**src/rtl/core/teq_pkg.sv**
```systemverilog
// ----------------------------------------------------------------------------
// teq_pkg
// Shared types and codes for the timed event queue: cell data, cell control
// and result status codes.
// ----------------------------------------------------------------------------
package teq_pkg;

    localparam int TickW  = 63;
    localparam int UnitW  = 6;
    localparam int StatW  = 3;
    localparam int FillW  = 7;

    localparam int QueueDepthDef = 64;

    localparam logic       OP_SCHEDULE = 1'b0;
    localparam logic       OP_POP      = 1'b1;

    localparam logic [StatW-1:0] ST_INSERTED  = 3'd0;
    localparam logic [StatW-1:0] ST_DUPLICATE = 3'd1;
    localparam logic [StatW-1:0] ST_FULL      = 3'd2;
    localparam logic [StatW-1:0] ST_POPPED    = 3'd3;
    localparam logic [StatW-1:0] ST_NOT_DUE   = 3'd4;

    // What a cell shows its neighbors each cycle.
    typedef struct packed {
        logic             valid;
        logic             take;   // new entry belongs here or earlier
        logic [UnitW-1:0] unit;
        logic [TickW-1:0] tick;
    } t_cell_data;

    // Shift command common to all cells.
    typedef struct packed {
        logic cmp;   // latch compare flags against the incoming item
        logic ins;   // shift toward the tail and insert
        logic pop;   // shift toward the head
    } t_cell_ctl;

endpackage

```
**src/rtl/core/teq_cell.sv**
```systemverilog
// ----------------------------------------------------------------------------
// teq_cell
// One slot of the sorted queue. Holds an entry, compares it with the incoming
// item and shifts toward either neighbor on insert or pop.
// ----------------------------------------------------------------------------
module teq_cell (
    input  logic                        i_clk,
    input  logic                        i_rst_n,
    input  teq_pkg::t_cell_ctl          i_ctl,
    input  logic [teq_pkg::TickW-1:0]   i_cmp_tick,
    input  logic [teq_pkg::UnitW-1:0]   i_cmp_unit,
    input  logic [teq_pkg::TickW-1:0]   i_new_tick,
    input  logic [teq_pkg::UnitW-1:0]   i_new_unit,
    input  teq_pkg::t_cell_data         i_prev,
    input  teq_pkg::t_cell_data         i_next,
    output teq_pkg::t_cell_data         o_data,
    output logic                        o_dup,
    output logic                        o_eq
);

    logic                      r_valid;
    logic                      r_take;
    logic                      r_dup;
    logic                      r_eq;
    logic [teq_pkg::TickW-1:0] r_tick;
    logic [teq_pkg::UnitW-1:0] r_unit;

    always_ff @(posedge i_clk) begin
        if (!i_rst_n) begin
            r_valid <= 1'b0;
            r_take  <= 1'b0;
            r_dup   <= 1'b0;
            r_eq    <= 1'b0;
        end else begin
            if (i_ctl.cmp) begin
                r_take <= !r_valid || (r_tick >= i_cmp_tick);
                r_eq   <= r_tick == i_cmp_tick;
                r_dup  <= r_valid && (r_tick == i_cmp_tick) && (r_unit == i_cmp_unit);
            end
            if (i_ctl.ins) begin
                r_valid <= r_valid | i_prev.valid;
            end else if (i_ctl.pop) begin
                r_valid <= i_next.valid;
            end
        end
    end

    // payload, no reset
    always_ff @(posedge i_clk) begin
        if (i_ctl.ins) begin
            if (i_prev.take) begin
                r_tick <= i_prev.tick;
                r_unit <= i_prev.unit;
            end else if (r_take) begin
                r_tick <= i_new_tick;
                r_unit <= i_new_unit;
            end
        end else if (i_ctl.pop) begin
            r_tick <= i_next.tick;
            r_unit <= i_next.unit;
        end
    end

    assign o_data = '{valid: r_valid, take: r_take, unit: r_unit, tick: r_tick};
    assign o_dup  = r_dup;
    assign o_eq   = r_eq;

endmodule

```
**config.mk**
```make
export PLATFORM = sky130hd
export DESIGN_NAME = teq_cell
export DESIGN_NICKNAME = d
export VERILOG_FILES = /design/src/rtl/core/teq_pkg.sv /design/src/rtl/core/teq_cell.sv
export SDC_FILE = /design/constraint.sdc
export NUM_CORES = 1
export LEC_CHECK = 0
export BUFFER_PORTS_ARGS = -buffer_cell sky130_fd_sc_hd__buf_2
export CELL_PAD_IN_SITES_DETAIL_PLACEMENT = 1
export CELL_PAD_IN_SITES_GLOBAL_PLACEMENT = 2
export CORE_ASPECT_RATIO = 0.7
export CORE_UTILIZATION = 23
export DETAILED_ROUTE_END_ITERATION = 16
export GPL_ROUTABILITY_DRIVEN = 0
export PLACE_DENSITY_LB_ADDON = 0.1
export SLEW_MARGIN = 20
export SYNTH_ARGS = -nofsm -noshare
export SYNTH_HDL_FRONTEND = slang
export SYNTH_SLANG_ARGS = --single-unit
```
**constraint.sdc**
```tcl
create_clock -name i_clk -period 5.7 [get_ports i_clk]
set_input_delay 0.285 -clock i_clk [delete_from_list [all_inputs] [get_ports i_clk]]
set_output_delay 0.285 -clock i_clk [all_outputs]
set_load 0.01 [all_outputs]
```
[After elaboration in Yosys (flattened, before gate mapping)]
Index checks and enable logic that the tools add are counted.
W data, S select, Z words.
Storage, ports and cells
  output and inout port bits: 73
  word-level logic and storage cells: 27
  register bits after elaboration: 73
  input bits: 285
Cells by class
  mux-type cells: 10
  reduce and logical (&&, ||, !) cells: 6
  $lt $le $gt $ge: 1
  bitwise logic cells: 1
  equality and inequality tests: 3
Operator list (number)
  $mux W63: 4
  $eq A63 B63 Y1: 1
  $ge A63 B63 Y1: 1
  $mux W6: 4
  $eq A6 B6 Y1: 1
  $ne A3 B1 Y1 const B: 1
  $logic_and A1 B1 Y1: 2
  $mux W1: 2
  $reduce_and A2 Y1: 1
  $reduce_bool A2 Y1: 1
  $logic_not A1 Y1: 1
  $logic_or A1 B1 Y1: 1
  $or A1 B1 Y1: 1

[Depth between registers and ports, before layout]
Gate-level depths: netlist of run 1.
  word-level depth: 3
  gate-level depth with buffers: 8
  mapped depth without buffers: 8

[Least setup slack after synthesis of run 1]
No wires, ideal clock.
  kind: input to register
  start: in i_prev[69] (netlist name)
  end: reg r_tick[0] (netlist name) (enable)
  arrival time: 4.386 ns
  buffers on the path: 2
  slack: 0.795 ns
  library setup time: 0.519 ns
  stages on the path: 4
  data required time: 5.181 ns
  cell sequence: clkbuf_1 buf_1 nor2_1 a21oi_1
Between the ends
  cells in the longest elaborated chain, start to end: 2
Ends and longest elaborated chain
  start, declared: RTL line teq_cell.sv:14  | input teq_pkg::t_cell_data i_prev,
  $ne A3 B1 Y1 (no line)
  $reduce_and A2 Y1 (no line)
  end signal, assigned: RTL line teq_cell.sv:52  | r_tick <= i_prev.tick;
  end signal, assigned: RTL line teq_cell.sv:55  | r_tick <= i_new_tick;
  end signal, assigned: RTL line teq_cell.sv:59  | r_tick <= i_next.tick;
  end, declared: RTL line teq_cell.sv:25  | logic [teq_pkg::TickW-1:0] r_tick;
No other way between the ends.
A chain may end at the register's enable or synchronous reset.

[Worst setup path after layout of run 1]
  start: reg r_tick[61] (netlist name)
  end: reg r_dup (netlist: o_dup)
Between the ends
  cells in the longest elaborated chain, start to end: 3
Ends and longest elaborated chain
  $eq A63 B63 Y1: RTL line teq_cell.sv:38  | r_dup <= r_valid && (r_tick == i_cmp_tick) && (r_unit == i_cmp_unit);
  $logic_and A1 B1 Y1 (2 in series): RTL line teq_cell.sv:38
  end signal, assigned: RTL line teq_cell.sv:38
  end, declared: RTL line teq_cell.sv:23  | logic r_dup;
No other way between the ends.

==> out/results.ini, run 1 <==
[grt]
track_usage_pct = 16.77
via_count_of_the_first_global_routing_pass = 5594
grt_pass1_wl_mm = 30.26
grt_remaining_overflow = 0
grt_max_degree = 90
grt_antenna_before_repair = 3

[drt]
drt_pass1_iterations = 6
drc = 0
antenna_left = 0
avg_vias_per_cell = 4.333
wirelength_mm = 20.06
first_iter_violations = 118
routedWlPerCell_um = 16.49
via_count = 5269

[yosys]
yosys_register_bits = 73
dominantRegCellSynth = edfxtp_1
netlist_instances = 553
synth.cell_area_um2 = 5291
synth_edf_count = 69
synth-warning-count = 0
synth_cell_type_count = 34
synth_top_cells_by_area = edfxtp_1 (39%), ha_1 (15%), mux2i_1 (13%)
post-synth-top-area-cell = edfxtp_1
avgSynthCellArea_um2 = 9.568
synth.net_count = 901
async_reset_ff_share_pct = 0
synth-seq-area-share_pct = 40.67
netlist.area_leader.share_pct = 39.16

[worst_setup_path]
critical-path-max-stage-delay_ns = 0.68
worst_r2r_endpoint = o_dup$_SDFFE_PN0P_
cp_endpoint_kind = flip-flop
regToRegSetupSlack_ns = 3.14
crit_path_max_fanout = 4
cp_data_required_time_ns = 5.97
worstReg2RegStart = r_tick[61]$_DFFE_PP_
crit_path_cell_trace = ha_1 > nand4_1 > nor4_1 > nand3_1 > nor2_1 > nand3_1 > a21boi_1
ff2ff_path_depth = 7
cp_data_arrival_time_ns = 2.83
critPathKind = reg -> reg
worst_setup_path_start_kind = flip-flop
critical_path_s_most_frequent_cell = nand3_1
critPathSlowestCell = nor4_1

[cells_and_area]
area.sequential_um2 = 2152
nNetsFinal = 1246
multi_input_area_um2 = 2805
number_of_non_filler_instances_in_the_completed_layout = 1216
area.growth.synth_to_final_pct = 45.97
post_route_cells_drive_above_1_share_pct = 41.97
fill_cell_instance_count_of_the_final_layout = 2730

[clocking]
cts_hold_buffers = 0
clk_path_buf_depth = 2
resized_cells_post_cts = 0
tritoncts_clock_tree = yes
tritoncts.num_buffers = 9
clock_sink_count = 73
cts.reportedPaths.clkPinSlew_ns = 0.07
postCtsSetupBuffers = 0
clkLatencyLatePin_ns = 0.34
h-tree-depth = 3
clk_root_buf = clkbuf_16

[die]
core_area_um2 = 22620
die-width_um = 183.3
ports = 358
rows = 46
die_area_um2 = 23630
starting_density_of_the_core_pct = 23.39
die-height_um = 128.9

[flow_run]
max-cap-violations = 0

[power]
power.static_leakage_nw = 3.953
max-vdd-ir-drop_uv = 126.6
power.switching_fraction_pct = 29.55
cellInternalPower_mw = 1.204
p_comb_share_pct = 26.3
cellPowerDensity_nw_per_um2 = 221.3
p_sw_mw = 0.5052
p_seq_share_pct = 40.0
power.share.clock_pct = 33.7

[sta]
relSlewSlack_pct = 41.48
timing.setup.tns_ns = 0
actual_transition_at_the_worst_max_transition_pin_ns = 0.8777
grt_setup_unrepaired = no
maxClockFrequency_mhz = 390.6
final.period_utilization_pct = 44.92
fin_skew_ns = 0.006400
final_max_slew_viol_count = 0
finalSetupViolations = 0
timing.final.crit_period_ns = 2.560
report.final.hold_viol_count = 0

[hold_path]
hold_path.class = in -> reg
timing.hold.worst.start = i_rst_n
worst_hold_path.endpoint = o_eq$_SDFFE_PN0P_
hold-path-cell-count = 2

[placed_design]
detailed_place_hpwl_mm = 16.99
io_buffers = 356
place.detailed.instances = 1198

[outcome]
outcome = finished clean

cells by family after synthesis:
| family | after synthesis | share of synthesized area [%] |
|---|---|---|
| AND/OR/NAND/NOR | 130 | 10.95 |
| multiplexers | 70 | 13.24 |
| buffers and inverters | 90 | 6.526 |
| AO/OA/AOI/OAI | 121 | 12.72 |
| adder cells (fa/ha/maj) | 63 | 14.90 |
| XOR/XNOR | 6 | 0.9931 |
| flip-flops | 73 | 40.67 |
sequential cells by signal, summed over array words and instances (netlist names):
register and count:
o_dup 1, r_take 1, o_eq 1, r_tick 63, r_valid 1, r_unit 6
cell usage in the layout (no fill, tap or decap), drive strengths merged, types with 8 or more instances in the layout:
cell and n:
buf 360, nor2 78, a21oi 94, clkbuf 10, inv 65, mux2i 70
nand3 13, nand2 13, ha 63, edfxtp 69, nand4 14, o21ai 8
routing by layer:
metal / global-route usage, % / up-vias / part of all wire, %
met5: 0 / - / 0.18
met4: 3.529 / 6 / 1.1
met3: 5.548 / 22 / 7.9
met2: 29.14 / 198 / 48
met1: 20.22 / 2378 / 43
li1: - / 2665 / -
cells in the mapped netlist (all sizes together), types with 3 or more instances:
cell type and count:
inv 64, dfxtp 4, nand2 13, mux2i 70, o21ai 8, nand3 13
nor4 4, a21o 6, nand4 14, clkbuf 16, xor2 6, edfxtp 69
a21oi 94, nand2b 4, nor2 78, buf 10, a211oi 3, ha 63
how the worst max path moves through the flow:
stage	to	from	cells after the start
global placement	r_tick[2]$_DFFE_PP_	i_ctl[1]	4
CTS	o_dup$_SDFFE_PN0P_	r_tick[61]$_DFFE_PP_	7
global route	o_dup$_SDFFE_PN0P_	r_tick[61]$_DFFE_PP_	7
floorplan	r_tick[0]$_DFFE_PP_	i_prev[69]	4
detailed placement	r_tick[31]$_DFFE_PP_	i_ctl[1]	4
finish	o_dup$_SDFFE_PN0P_	r_tick[61]$_DFFE_PP_	7
power groups by stage:
stage               sequential (mW)  combinational (mW)  clock, mW
CTS                           0.685               0.457      0.601
global route                  0.691               0.507      0.621
detailed placement            0.697               0.454          0
global placement              0.693               0.443          0
finish                        0.683               0.450      0.577
floorplan                     0.718               0.208          0
metrics by stage:
| step | hold slack [ns] | worst slack, ns | utilization [%] | total power, mW | instance area [um^2] |
|---|---|---|---|---|---|
| after floorplan | 0.4132 | 0.7951 | - | 0.9258 | 5291 |
| after global placement | 0.4604 | 2.844 | 32.70 | 1.136 | 7397 |
| after detailed placement | 0.4768 | 2.790 | 32.70 | 1.151 | 7397 |
| after CTS | 0.2156 | 2.963 | 34.01 | 1.743 | 7694 |
| after global routing | 0.2267 | 2.771 | 34.14 | 1.819 | 7721 |
| final | 0.2278 | 3.140 | 34.15 | 1.709 | 7724 |
cell type report:
class                           count  share of cell area, %
Multi-Input combinational cell    390                  36.32
Sequential cell                    73                  27.86
Timing Repair Buffer              360                  23.78
Tap cell                          312                  5.054
Inverter                           64                  3.110
Clock buffer                       10                  2.965
Clock inverter                      6                 0.8748
Antenna cell                        1                0.03240
critical path, delay by kind of cell, from the launching register on:
family,cells,cell delay (ns)
and+or+nand+nor,5,1.59
DFF,1,0.41
AOI/OAI and AO/OA,1,0.15
adders and majority gates,1,0.34
Note: power is estimated with default switching activity, not from simulation.
==> inputs of run 2 (changes only) <==
--- a/config.mk
+++ b/config.mk
@@ -5,11 +5,12 @@
 export SDC_FILE = /design/constraint.sdc
 export NUM_CORES = 1
 export LEC_CHECK = 0
+export ABC_AREA = 1
 export BUFFER_PORTS_ARGS = -buffer_cell sky130_fd_sc_hd__buf_2
 export CELL_PAD_IN_SITES_DETAIL_PLACEMENT = 1
 export CELL_PAD_IN_SITES_GLOBAL_PLACEMENT = 2
 export CORE_ASPECT_RATIO = 0.7
-export CORE_UTILIZATION = 23
+export CORE_UTILIZATION = 20
 export DETAILED_ROUTE_END_ITERATION = 16
 export GPL_ROUTABILITY_DRIVEN = 0
 export PLACE_DENSITY_LB_ADDON = 0.1
==> constraint.sdc (replaced) <==
create_clock -name i_clk -period 2.3 [get_ports i_clk]
set_input_delay 0.115 -clock i_clk [delete_from_list [all_inputs] [get_ports i_clk]]
set_output_delay 0.115 -clock i_clk [all_outputs]
set_load 0.01 [all_outputs]
==> out/results.ini, run 2 <==
[outcome]
outcome = finished clean

[drt]
wirelength_mm = 23.39  ; +17%
via_count = 5934  ; +13%
drt_pass1_iterations = 4  ; -2
avg_vias_per_cell = 4.188  ; -3.4%
routedWlPerCell_um = 16.51  ; about the same
first_iter_violations = 120  ; +1.7%
antenna_left = 0  ; unchanged
drc = 0  ; unchanged

[cells_and_area]
antenna_cells_inserted = 0  ; -1
max_flop_register = r_tick
fill_cell_instance_count_of_the_final_layout = 3369  ; +23%
post_route_cells_drive_above_1_share_pct = 37.80  ; -4.2 points
top_regs = r_tick: 63 flops, r_unit: 6 flops
area.growth.synth_to_final_pct = 46.07  ; about the same
final_area_um2 = 7958  ; +3.0%
nNetsFinal = 1399  ; +12%
leading_cell_type_in_the_layout_fill_and_taps_excluded = buf_2
largest_reg_flops = 63  ; unchanged
layout_common_cells = buf_2 (356), nand2_1 (136), o21ai_0 (133)

[grt]
track_usage_pct = 16.59  ; -0.19 points
grt_max_degree = 71  ; -21%
grt_pass1_wl_mm = 34.76  ; +15%
grt_antenna_before_repair = 5  ; +2
via_count_of_the_first_global_routing_pass = 6096  ; +9.0%
grt_remaining_overflow = 0  ; unchanged

[yosys]
netlist.area_leader.share_pct = 38.03  ; -1.1 points
synth-xor-area-share_pct = 0.1608  ; -0.83 points
synth_top_cells_by_area = edfxtp_1 (38%), ha_1 (14%), o21ai_0 (12%)
dominantRegCellSynth = edfxtp_1
area_fraction_in_compound_gates_after_synthesis_pct = 17.39  ; +4.7 points
synth_edf_count = 69  ; unchanged
netlist_instances = 702  ; +27%
yosys_register_bits = 73  ; unchanged
synth.net_count = 1050  ; +17%
largest_family_of_logic_cells_by_synthesized_area = simple AND/OR/NAND/NOR gates
synth_top_cells_by_count = nand2_1 (137), o21ai_0 (133), inv_1 (90)
post_synth_and_or_nand_nor_area_fraction_pct = 19.61  ; +8.7 points
synth_cell_type_count = 31  ; -8.8%
synth.cell_area_um2 = 5448  ; +3.0%
avgSynthCellArea_um2 = 7.760  ; -19%
synth-warning-count = 0  ; unchanged
post-synth-top-area-cell = edfxtp_1
async_reset_ff_share_pct = 0  ; unchanged
synth-seq-area-share_pct = 39.50  ; -1.2 points
synthMostInstantiatedCell = nand2_1
synth_mux_area_share_pct = 0  ; -13 points
yosys.area_share.adder_pct = 14.47  ; -0.43 points

[hold_path]
hold_path.class = in -> reg
worst_hold_path.endpoint = r_tick[61]$_DFFE_PP_
hold-path-cell-count = 3  ; +1
timing.hold.worst.start = i_next[61]

[worst_setup_path]
critPathSlowestCell = edfxtp_1
crit_path_max_fanout = 3  ; -1
critPathKind = reg -> reg
critical-path-max-stage-delay_ns = 0.42  ; -0.26 ns
worstReg2RegStart = r_tick[42]$_DFFE_PP_
cp_data_arrival_time_ns = 2.04  ; -0.79 ns
crit_path_cell_trace = ha_1 > nand2_1 > nor3_2 > nand3_1 > nor2_2 > nand4_1 > a21oi_1
cp_data_required_time_ns = 2.58  ; -3.39 ns
worst_setup_path_startpoint = r_tick[42]$_DFFE_PP_
cp_endpoint_kind = flip-flop
ff2ff_path_depth = 7  ; unchanged
path_buf_inv = 0  ; unchanged
worst_setup_path_start_kind = flip-flop
regToRegSetupSlack_ns = 0.53  ; -2.61 ns
worst_r2r_endpoint = o_dup$_SDFFE_PN0P_
cp_top_family = simple AND/OR/NAND/NOR gates

[clocking]
cts.reportedPaths.clkPinSlew_ns = 0.06  ; about the same
clkLatencyLatePin_ns = 0.35  ; about the same
clock_sink_count = 73  ; unchanged
cts_hold_buffers = 1  ; +1
clk_root_buf = clkbuf_16
tritoncts_clock_tree = yes
resized_cells_post_cts = 0  ; unchanged
clk_path_buf_depth = 2  ; unchanged
tritoncts.num_buffers = 9  ; unchanged
h-tree-depth = 3  ; unchanged
postCtsSetupBuffers = 0  ; unchanged

[power]
max-vdd-ir-drop_uv = 331.8  ; +160%
finalPower_mw = 4.062  ; +140%
cellPowerDensity_nw_per_um2 = 510.5  ; +130%
power.static_leakage_nw = 4.092  ; +3.5%

[sta]
grt_setup_unrepaired = no
timing.final.crit_period_ns = 1.766  ; -0.7940 ns
maxClockFrequency_mhz = 566.2  ; +45%
timing.setup.tns_ns = 0  ; unchanged
actual_transition_at_the_worst_max_transition_pin_ns = 0.7224  ; -0.1553 ns
final_max_slew_viol_count = 0  ; unchanged
fin_skew_ns = 0.007485  ; +0.001085 ns
final.period_utilization_pct = 76.79  ; +32 points
postLayoutSetupSlackWorst_ns = 0.5338  ; -2.606 ns
finalSetupViolations = 0  ; unchanged
relSlewSlack_pct = 51.40  ; +9.9 points
report.final.hold_viol_count = 0  ; unchanged

[placed_design]
io_buffers = 356  ; unchanged
placed_area_um2 = 7706  ; +4.2%
detailed_place_hpwl_mm = 19.00  ; +12%
setup_ws_pre_cts_ns = 0.4266  ; -2.363 ns

[die]
die-height_um = 140.1  ; +8.7%
ports = 358  ; unchanged
core_area_um2 = 26780  ; +18%
starting_density_of_the_core_pct = 20.35  ; -3.0 points
rows = 50  ; +8.7%
die_area_um2 = 27910  ; +18%
die-width_um = 199.3  ; +8.7%

[flow_run]
max-cap-violations = 0  ; unchanged

-- run 2: cell count changes after synthesis, moves of 5 or more --
cell,previous run,this run
a21oi_1,94,25
buf_1,8,0
buf_2,0,5
clkbuf_1,16,25
inv_1,64,90
mux2i_1,70,0
nand2_1,13,137
nand2_2,0,5
nand4_1,14,6
nor2_1,78,87
o21ai_0,6,133
o21ai_1,2,15
xor2_1,6,0
-- run 2: routing by layer --
layer,track usage (%),vias up,wire length [um]
met2,26.39,183,10350
met5,0,-,71
met3,6.405,20,2024
met1,21.26,2685,10770
met4,3.158,10,185
li1,-,3036,-
-- run 2: how the worst max path moves through the flow --
stage	endpoint	slack, ns	cells after the start
2_1_floorplan	r_tick[0]$_DFFE_PP_	0.42	4
4_1_cts	o_dup$_SDFFE_PN0P_	0.47	7
5_1_grt	r_take$_SDFFE_PN0P_	0.30	9
3_5_place_dp	r_tick[4]$_DFFE_PP_	0.43	5
3_3_place_gp	r_tick[4]$_DFFE_PP_	0.51	5
6_report	o_dup$_SDFFE_PN0P_	0.53	7
-- run 2: area by class of cell --
type | instances | area [um^2] | area share, %
Inverter | 93 | 349.1 | 4.387
Multi-Input combinational cell | 504 | 2820 | 35.44
Sequential cell | 73 | 2152 | 27.04
Clock buffer | 11 | 232.7 | 2.925
Tap cell | 364 | 455.4 | 5.723
Clock inverter | 2 | 8.758 | 0.1101
Timing Repair Buffer | 370 | 1939 | 24.37
-- run 2: logic make-up after synthesis --
group,after synthesis
and+or+nand+nor,256
AOI/OAI and AO/OA,184
buffers and inverters,125
DFF,73
adders and majority gates,63
xor gates and xnor gates,1
-- run 2: power by group --
part | total (mW) | leakage [nW] | internal, mW | switching, mW
Sequential | 1.68 | 0.713 | 1.61 | 0.0684
Clock | 1.26 | 0.119 | 0.708 | 0.551
Combinational | 1.12 | 3.26 | 0.492 | 0.630
Total | 4.06 | 4.09 | 2.81 | 1.25
-- run 2: through the flow --
step	cells	util [%]	hold slack, ns
after global routing	1417	29.72	0.04098
after global placement	1403	28.78	0.3441
after floorplan	702	-	0.2126
final	1417	29.72	0.04648
after detailed placement	1403	28.78	0.3526
after CTS	1417	29.72	0.02965
-- run 2: tightest hold or removal path, cell delays in order --
cell and delay (ns):
buf_2 0.07, nand2_1 0.04, o21ai_0 0.06
==> inputs of run 3 (changes only) <==
--- a/config.mk
+++ b/config.mk
@@ -5,12 +5,12 @@
 export SDC_FILE = /design/constraint.sdc
 export NUM_CORES = 1
 export LEC_CHECK = 0
-export ABC_AREA = 1
+export ABC_AREA = 0
 export BUFFER_PORTS_ARGS = -buffer_cell sky130_fd_sc_hd__buf_2
 export CELL_PAD_IN_SITES_DETAIL_PLACEMENT = 1
 export CELL_PAD_IN_SITES_GLOBAL_PLACEMENT = 2
 export CORE_ASPECT_RATIO = 0.7
-export CORE_UTILIZATION = 20
+export CORE_UTILIZATION = 23
 export DETAILED_ROUTE_END_ITERATION = 16
 export GPL_ROUTABILITY_DRIVEN = 0
 export PLACE_DENSITY_LB_ADDON = 0.1
==> constraint.sdc (replaced) <==
create_clock -name i_clk -period 1.8 [get_ports i_clk]
set_input_delay 0.09 -clock i_clk [delete_from_list [all_inputs] [get_ports i_clk]]
set_output_delay 0.09 -clock i_clk [all_outputs]
set_load 0.01 [all_outputs]
==> out/results.ini, run 3 (synthesis results as in run 1) <==
[outcome]
outcome = complete, but fails checks
violations_in_the_final_reports = setup timing

[drt]
antenna_left = 0  ; unchanged
via_count = 5365  ; -9.6%
routedWlPerCell_um = 15.63  ; -5.3%
avg_vias_per_cell = 4.292  ; +2.5%
drc = 0  ; unchanged
detailroute.wirelength.met2_mm = 9.530  ; -7.9%
wirelength_mm = 19.54  ; -16%
wirelength_met1_mm = 8.396  ; -22%
met3_wirelength_mm = 1.339  ; -34%
drt_pass1_iterations = 5  ; +1
first_iter_violations = 108  ; -10%
dr.max_layer_used = met4

[die]
starting_density_of_the_core_pct = 23.39  ; +3.0 points
die_area_um2 = 23630  ; -15%
die-height_um = 128.9  ; -8.0%
die-width_um = 183.3  ; -8.0%
rows = 46  ; -8.0%
ports = 358  ; unchanged
core_area_um2 = 22620  ; -16%

[sta]
grt_setup_unrepaired = yes
hold-worst-slack_ns = 0.04563  ; -0.0008535 ns
final.period_utilization_pct = 125.9  ; +49 points
report.final.hold_viol_count = 0  ; unchanged
finalSetupViolations = 3  ; +3
actual_transition_at_the_worst_max_transition_pin_ns = 0.5519  ; -0.1705 ns
timing.final.crit_period_ns = 2.266  ; +0.4998 ns
postLayoutSetupSlackWorst_ns = -0.4661  ; -0.9998 ns
relSlewSlack_pct = 62.98  ; +12 points
final_max_slew_viol_count = 0  ; unchanged
maxClockFrequency_mhz = 441.3  ; -22%
fin_skew_ns = 0.008335  ; +0.0008506 ns

[worst_setup_path]
worst_r2r_endpoint = o_dup$_SDFFE_PN0P_
critical_path_s_most_frequent_cell = nand4_1
path_buf_inv = 1  ; +1
cp_data_arrival_time_ns = 2.54  ; +0.50 ns
cp_data_required_time_ns = 2.07  ; -0.51 ns
crit_path_cell_trace = ha_4 > nand4_1 > nor4_4 > buf_4 > nand4_1 > nor2_4 > nand3_2 > a21boi_1
ff2ff_path_depth = 8  ; +1
crit_path_max_fanout = 3  ; unchanged
cp_top_family = simple AND/OR/NAND/NOR gates
critPathSlowestCell = edfxtp_1
critical-path-max-stage-delay_ns = 0.45  ; +0.03 ns
worst_setup_path_start_kind = flip-flop
regToRegSetupSlack_ns = -0.47  ; -1.00 ns
worstReg2RegStart = r_tick[41]$_DFFE_PP_
critPathKind = reg -> reg
cp_endpoint_kind = flip-flop

[cells_and_area]
largest_reg_flops = 63  ; unchanged
top_regs = r_tick: 63 flops, r_unit: 6 flops
final_area_um2 = 8088  ; +1.6%
leading_cell_type_in_the_layout_fill_and_taps_excluded = buf_2
max_flop_register = r_tick
area.growth.synth_to_final_pct = 52.85
finish.utilization_pct = 35.76  ; +6.0 points
layout_common_cells = buf_2 (354), a21oi_1 (92), nor2_1 (77)
multi_input_area_um2 = 2893  ; +2.6%
number_of_non_filler_instances_in_the_completed_layout = 1250  ; -12%
nNetsFinal = 1280  ; -8.5%
post_route_cells_drive_above_1_share_pct = 44.98  ; +7.2 points
area.sequential_um2 = 2152  ; unchanged
fill_cell_instance_count_of_the_final_layout = 2743  ; -19%

[hold_path]
hold-path-cell-count = 2  ; -1
timing.hold.worst.start = i_rst_n
hold_path.class = in -> reg
worst_hold_path.endpoint = r_valid$_SDFFE_PN0P_

[placed_design]
placed_area_um2 = 7705  ; about the same
io_buffers = 356  ; unchanged
place.detailed.instances = 1229  ; -12%
detailed_place_hpwl_mm = 16.59  ; -13%

[clocking]
cts_hold_buffers = 0  ; -1
clkLatencyLatePin_ns = 0.34  ; about the same
tritoncts_clock_tree = yes
h-tree-depth = 3  ; unchanged
cts.reportedPaths.clkPinSlew_ns = 0.06  ; about the same
tritoncts.num_buffers = 9  ; unchanged
clk_root_buf = clkbuf_16
clock_sink_count = 73  ; unchanged
clk_path_buf_depth = 2  ; unchanged

[power]
power.static_leakage_nw = 4.139  ; +1.1%
finalPower_mw = 5.474  ; +35%
cellPowerDensity_nw_per_um2 = 676.8  ; +33%
max-vdd-ir-drop_uv = 411.3  ; +24%

[grt]
track_usage_pct = 16.04  ; -0.54 points
via_count_of_the_first_global_routing_pass = 5687  ; -6.7%
grt_remaining_overflow = 0  ; unchanged
grt_antenna_before_repair = 1  ; -4
grt_max_degree = 63  ; -11%
grt_pass1_wl_mm = 28.90  ; -17%

[flow_run]
max-cap-violations = 0  ; unchanged

==> run 3: power breakdown <==
part,internal [mW],switching [mW]
clock network,1.06,0.721
logic,0.758,0.771
registers,2.07,0.0965
==> run 3: per-layer routing <==
layer  vias to the layer above  global-route usage (%)
li1                       2740                       -
met5                         -                       0
met4                         0                   3.873
met1                      2413                   18.79
met2                       191                   28.74
met3                        21                   4.812
==> run 3: how the worst max path moves through the flow <==
stage                                to  cells past startpoint  slack (ns)                  from
detailed placement   o_dup$_SDFFE_PN0P_                      8       -0.63  r_tick[38]$_DFFE_PP_
finish               o_dup$_SDFFE_PN0P_                      8       -0.47  r_tick[41]$_DFFE_PP_
CTS                  o_dup$_SDFFE_PN0P_                      8       -0.41  r_tick[46]$_DFFE_PP_
floorplan           r_tick[0]$_DFFE_PP_                      4       -0.29              i_ctl[1]
global placement    r_take$_SDFFE_PN0P_                      8       -0.57  r_tick[46]$_DFFE_PP_
global route        r_take$_SDFFE_PN0P_                      8       -0.59  r_tick[41]$_DFFE_PP_
==> run 3: repair_timing <==
item / in CTS / in global routing
endpoints found under the setup margin: 3 / 3
gates cloned: 0 / 0
pin swaps: 8 / 1
resized for setup: 5 / 2
setup buffers: 3 / 1
==> run 3: area by class of cell <==
| cell class | instances | area share [%] |
|---|---|---|
| Clock inverter | 6 | 0.7426 |
| Inverter | 64 | 2.970 |
| Tap cell | 312 | 4.827 |
| Timing Repair Buffer | 394 | 26.24 |
| Multi-Input combinational cell | 390 | 35.77 |
| Sequential cell | 73 | 26.61 |
| Antenna cell | 2 | 0.06188 |
| Clock buffer | 9 | 2.785 |
==> run 3: worst reg2reg max path: stages (launching register included) <==
cell      delay (ns)
edfxtp_1        0.45
ha_4            0.31
nand4_1         0.17
nor4_4          0.45
buf_4           0.18
nand4_1         0.20
nor2_4          0.23
nand3_2         0.09
a21boi_1        0.13
==> run 3: stage by stage <==
stage	worst slack [ns]	setup TNS [ns]
floorplan	-0.2858	-19.97
global placement	-0.5743	-1.690
detailed placement	-0.6297	-1.857
CTS	-0.4065	-1.200
global route	-0.5933	-1.743
finish	-0.4661	-1.383
